===== config.mk =====
export PLATFORM = sky130hd
export DESIGN_NAME = mfft_ctrl
export DESIGN_NICKNAME = d
export VERILOG_FILES = /design/src/hw/rtl/mfft_pkg.sv /design/src/hw/rtl/mfft_ctrl.sv
export SDC_FILE = /design/constraint.sdc
export NUM_CORES = 1
export LEC_CHECK = 0
export BUFFER_PORTS_ARGS = -buffer_cell sky130_fd_sc_hd__buf_2
export CORE_AREA = 5 5 42 44
export CTS_CLUSTER_DIAMETER = 50
export DETAILED_ROUTE_END_ITERATION = 10
export DIE_AREA = 0 0 47 49
export MAX_ROUTING_LAYER = met4
export PLACE_DENSITY = 0.36
export SLEW_MARGIN = 25
export SYNTH_ARGS = -nofsm -noshare
export SYNTH_HDL_FRONTEND = slang
export SYNTH_SLANG_ARGS = --single-unit

===== constraint.sdc =====
create_clock -name clock -period 1.3 [get_ports clock]
set_input_delay 0.26 -clock clock [delete_from_list [all_inputs] [get_ports clock]]
set_output_delay 0.26 -clock clock [all_outputs]
set_load 0.02 [all_outputs]

===== src/hw/rtl/mfft_pkg.sv =====
// Package for the Moran family fixation tracker: defaults, FSM state and control bundles.
`timescale 1ns / 1ps

package mfft_pkg;

   localparam int POP_MAX_DEF = 256;
   localparam int MEMBER_W = 8;
   localparam int POP_W = 9;
   localparam int COUNT_W = 32;
   localparam int CSR_DATA_W = 32;
   localparam int CSR_ADDR_W = 2;
   localparam logic [POP_W-1:0] POP_RESET = 9'd256;
   localparam logic [POP_W-1:0] POP_MIN = 9'd2;

   typedef enum logic [3:0] {
      ST_IDLE   = 4'b0001,
      ST_LABEL  = 4'b0010,
      ST_SIZE   = 4'b0100,
      ST_FINISH = 4'b1000
   } state_type;

   typedef struct packed {
      logic accept;
      logic label;
      logic size;
      logic finish;
   } cmd_type;

   typedef struct packed {
      logic full_path;
   } status_type;

endpackage


===== src/hw/rtl/mfft_ctrl.sv =====
// Controller FSM: sequences label read, size update and result handoff.
`timescale 1ns / 1ps

module mfft_ctrl (
   input  logic                 clock,
   input  logic                 reset,
   input  logic                 req_valid,
   output logic                 req_stall,
   output logic                 rsp_valid,
   input  logic                 rsp_stall,
   input  mfft_pkg::status_type status,
   output mfft_pkg::cmd_type    cmd
);

   mfft_pkg::state_type state_ff, state_in;
   logic rsp_valid_ff, rsp_valid_in;
   logic out_free;

   assign out_free  = !rsp_valid_ff || !rsp_stall;
   assign req_stall = (state_ff != mfft_pkg::ST_IDLE);
   assign rsp_valid = rsp_valid_ff;

   always_comb begin
      cmd.accept = (state_ff == mfft_pkg::ST_IDLE) && req_valid;
      cmd.label  = (state_ff == mfft_pkg::ST_LABEL);
      cmd.size   = (state_ff == mfft_pkg::ST_SIZE);
      cmd.finish = (state_ff == mfft_pkg::ST_FINISH) && out_free;
   end

   always_comb begin
      state_in = state_ff;
      unique case (state_ff)
         mfft_pkg::ST_IDLE: begin
            if (req_valid) begin
               state_in = status.full_path ? mfft_pkg::ST_LABEL : mfft_pkg::ST_FINISH;
            end
         end
         mfft_pkg::ST_LABEL:  state_in = mfft_pkg::ST_SIZE;
         mfft_pkg::ST_SIZE:   state_in = mfft_pkg::ST_FINISH;
         mfft_pkg::ST_FINISH: begin
            if (out_free) begin
               state_in = mfft_pkg::ST_IDLE;
            end
         end
         default: state_in = mfft_pkg::ST_IDLE;
      endcase
   end

   always_comb begin
      if (cmd.finish) begin
         rsp_valid_in = 1'b1;
      end else if (rsp_stall) begin
         rsp_valid_in = rsp_valid_ff;
      end else begin
         rsp_valid_in = 1'b0;
      end
   end

   always_ff @(posedge clock) begin
      if (reset) begin
         state_ff     <= mfft_pkg::ST_IDLE;
         rsp_valid_ff <= 1'b0;
      end else begin
         state_ff     <= state_in;
         rsp_valid_ff <= rsp_valid_in;
      end
   end

endmodule


==> run metrics <==
TritonCTS clock tree built; placed inst area 359.1 µm²; share of flip-flops with an asynchronous set or reset 0; outcome complete, but fails checks; arrival time worst endpoint 1.36 ns; pin count of the biggest net entering global routing 5; XOR/XNOR share of the synthesized area 0; drt drc 0; VDD IR max 0.6161 mV; register area 103.9 µm²; combinational fraction of design power 0.302; crit path capture cmd[0]; Max Cap Viol 0; CTS clock-pin slew for the worst setup and hold paths 0.05 ns; worst reg2reg endpoint state_ff[3]$_SDFFE_PP0P_; die area 2303 µm²; Final Slew Violations 0; mux share of post-synthesis cell area 0; antenna cells 0; antenna violations before repair 0; final setup margin -0.3159 ns; worst min path class in -> reg; Rows 14; initial core utilization 0.1786; critical path cell sequence or4b_4 > a21oi_2 > buf_4; Placer Congestion 0.6466; post-DR wirelength/cell 10.79 µm; skew final 0.005881 ns; Die Wd 47 µm; part of the power in registers 0.339; Worst-Skew Late Latency 0.24 ns; Nets 51; GR Overflow Total 0; Yosys reg bits 5; Buffers on Ports 10; Design Area, Final 442.9 µm²; Synth Area in Compound Gates 0.1500; # clock sinks 5; post-synth cell types 19; violated checks negative setup slack; Synth Area in Adders 0; Finish-stage setup viols 5; WS Path Type reg -> out; synthesized instance count 25; vias in the first global route 270; chip height 49 µm; total negative slack -1.104 ns; post-DP HPWL 544.1 µm; Tmin final 1.616 ns; Max Clock Freq 618.9 MHz; Mapped Nets 30; Critical Path Source Type register; area of the multi-input gates 156.4 µm²; NetSw 0.0001472 W; Pre-Repair DR Iteration Count 3; fraction of layout cells with a size suffix above 1 0.6667; Post-synth EDFFs 0; met3 Use GR 0.03321; top cells by area, synth dfxtp_1 (40%), nor4b_4 (9.5%), a21oi_1 (6.0%), nor4b_2 (6.0%), or4b_1 (4.0%); CTS Buffer Depth 2; crit end category primary output; Hold WS 0.2302 ns; CP Data Required Time 1.04 ns; slowest CP cell or4b_4; Hold-fix buffers, CTS 0; Iteration-0 DRC Markers 2; GR Util met2 0.09729; Pwr Total 0.0005028 W; flop2flop setup slack 0.10 ns; Mapped Area 250.2 µm²; Synth area leader dfxtp_1; slew margin rel. 0.7828; GR peak layer met2; ratio of total power to cell area 1135 nW/µm²; main combinational cell family by area after synthesis simple AND/OR/NAND/NOR gates; GR Util All Layers 0.07426; synth cell count leaders dfxtp_1 (5), a21oi_1 (3); most frequent cell after synthesis dfxtp_1; DR vias/cell 4.311; sequential area share after synthesis 0.4000; power share of the clock group 0.358; top_reg_cell synth dfxtp_1; Mapped Avg Cell Area 10.01 µm²; Layout fillers 160; met1 Usage GRT 0.07877; first-pass GRT wire length 1117 µm; Synth Warn # 0; Final Cycle Share 1.243; largest fanout on the critical path 2; ANT nets after route 0; Leakage 0.2046 nW; CP max stage delay 0.54 ns; RSZ-0062 raised after global routing true; Switching Fraction 0.2927; internal power 0.0003557 W; routed wire length 658 µm; Inserted Clock Buffers 3; IO Pins 11; r2r startpoint state_ff[1]$_SDFFE_PP0P_; Synth top area share 0.4000; launch point of the worst path state_ff[2]$_SDFFE_PP0P_; Core Area 1401 µm²; R2R depth 5; Final Hold Fails 0; H-tree depth 1; Syn-to-layout area delta 77.00%; Slew @ Worst Pin 0.3239 ns; simple-gate share of the synthesized area 0.3900; via count 263; root buffer cell clkbuf_4
[cells in the final DEF, fill, tap and decap left out, drive strengths merged, types with 2 or more instances in the layout]
cell / count
clkbuf: 3
nor4b: 2
dfxtp: 5
inv: 2
a21oi: 3
buf: 17
nor2: 2
[stage by stage]
stage | cells | setup WS, ns | utilization
2_1_floorplan | 25 | -0.08106 | -
3_3_place_gp | 56 | -0.06824 | 0.2563
3_5_place_dp | 56 | -0.08965 | 0.2563
4_1_cts | 60 | -0.3314 | 0.2964
5_1_grt | 61 | -0.3833 | 0.3161
6_report | 61 | -0.3159 | 0.3161
[power groups by stage]
stage	sequential (W)	combinational [W]	clock, W
after floorplan	0.000180	0.0000611	0
after global placement	0.000172	0.000120	0
after detailed placement	0.000172	0.000122	0
after CTS	0.000170	0.000146	0.000189
after global routing	0.000171	0.000163	0.000203
final	0.000171	0.000152	0.000180
[state kept, by name, summed over array words and instances, names as in the netlist]
| signal | flops |
|---|---|
| state_ff | 4 |
| rsp_valid | 1 |
[per-layer routing]
layer / wire length, µm / up-vias
met5: 0 / -
li1: - / 131
met2: 342 / 8
met3: 51 / 2
met1: 257 / 122
met4: 6 / 0
[area by class of cell]
| type | instances | area share |
|---|---|---|
| clock buffer | 3 | 0.05085 |
| clock inverter | 1 | 0.01130 |
| sequential | 5 | 0.2345 |
| inverter | 2 | 0.01695 |
| multi-input combinational | 17 | 0.3531 |
| timing repair buffer | 17 | 0.2881 |
| tap | 16 | 0.04520 |
[worst min-delay path by stage]
stage / startpoint / to / slack, ns / depth (start not counted)
6_report: reset / rsp_valid$_SDFFE_PP0P_ / 0.23 / 2
5_1_grt: reset / rsp_valid$_SDFFE_PP0P_ / 0.22 / 2
4_1_cts: reset / rsp_valid$_SDFFE_PP0P_ / 0.23 / 2
3_5_place_dp: rsp_valid$_SDFFE_PP0P_ / rsp_valid$_SDFFE_PP0P_ / 0.48 / 2
3_3_place_gp: rsp_valid$_SDFFE_PP0P_ / rsp_valid$_SDFFE_PP0P_ / 0.47 / 2
2_1_floorplan: reset / rsp_valid$_SDFFE_PP0P_ / 0.33 / 1
[timing repair]
item,in CTS,in global routing
pin swaps,2,3
setup endpoints to repair,5,5
gates resized for setup,9,5
setup buffers,0,1
[cell families after synthesis]
group           count (synthesis)
flops                           5
compound gates                  6
buf+inv                         3
simple gates                   11
[worst max-delay path: cells and delay by family (launching register included)]
kind / cells / cell delay, ns
AO/OA/AOI/OAI: 1 / 0.11
buffers and inverters: 1 / 0.15
AND/OR/NAND/NOR: 1 / 0.54
flip-flops: 1 / 0.32
(Power assumes the default switching activity.)
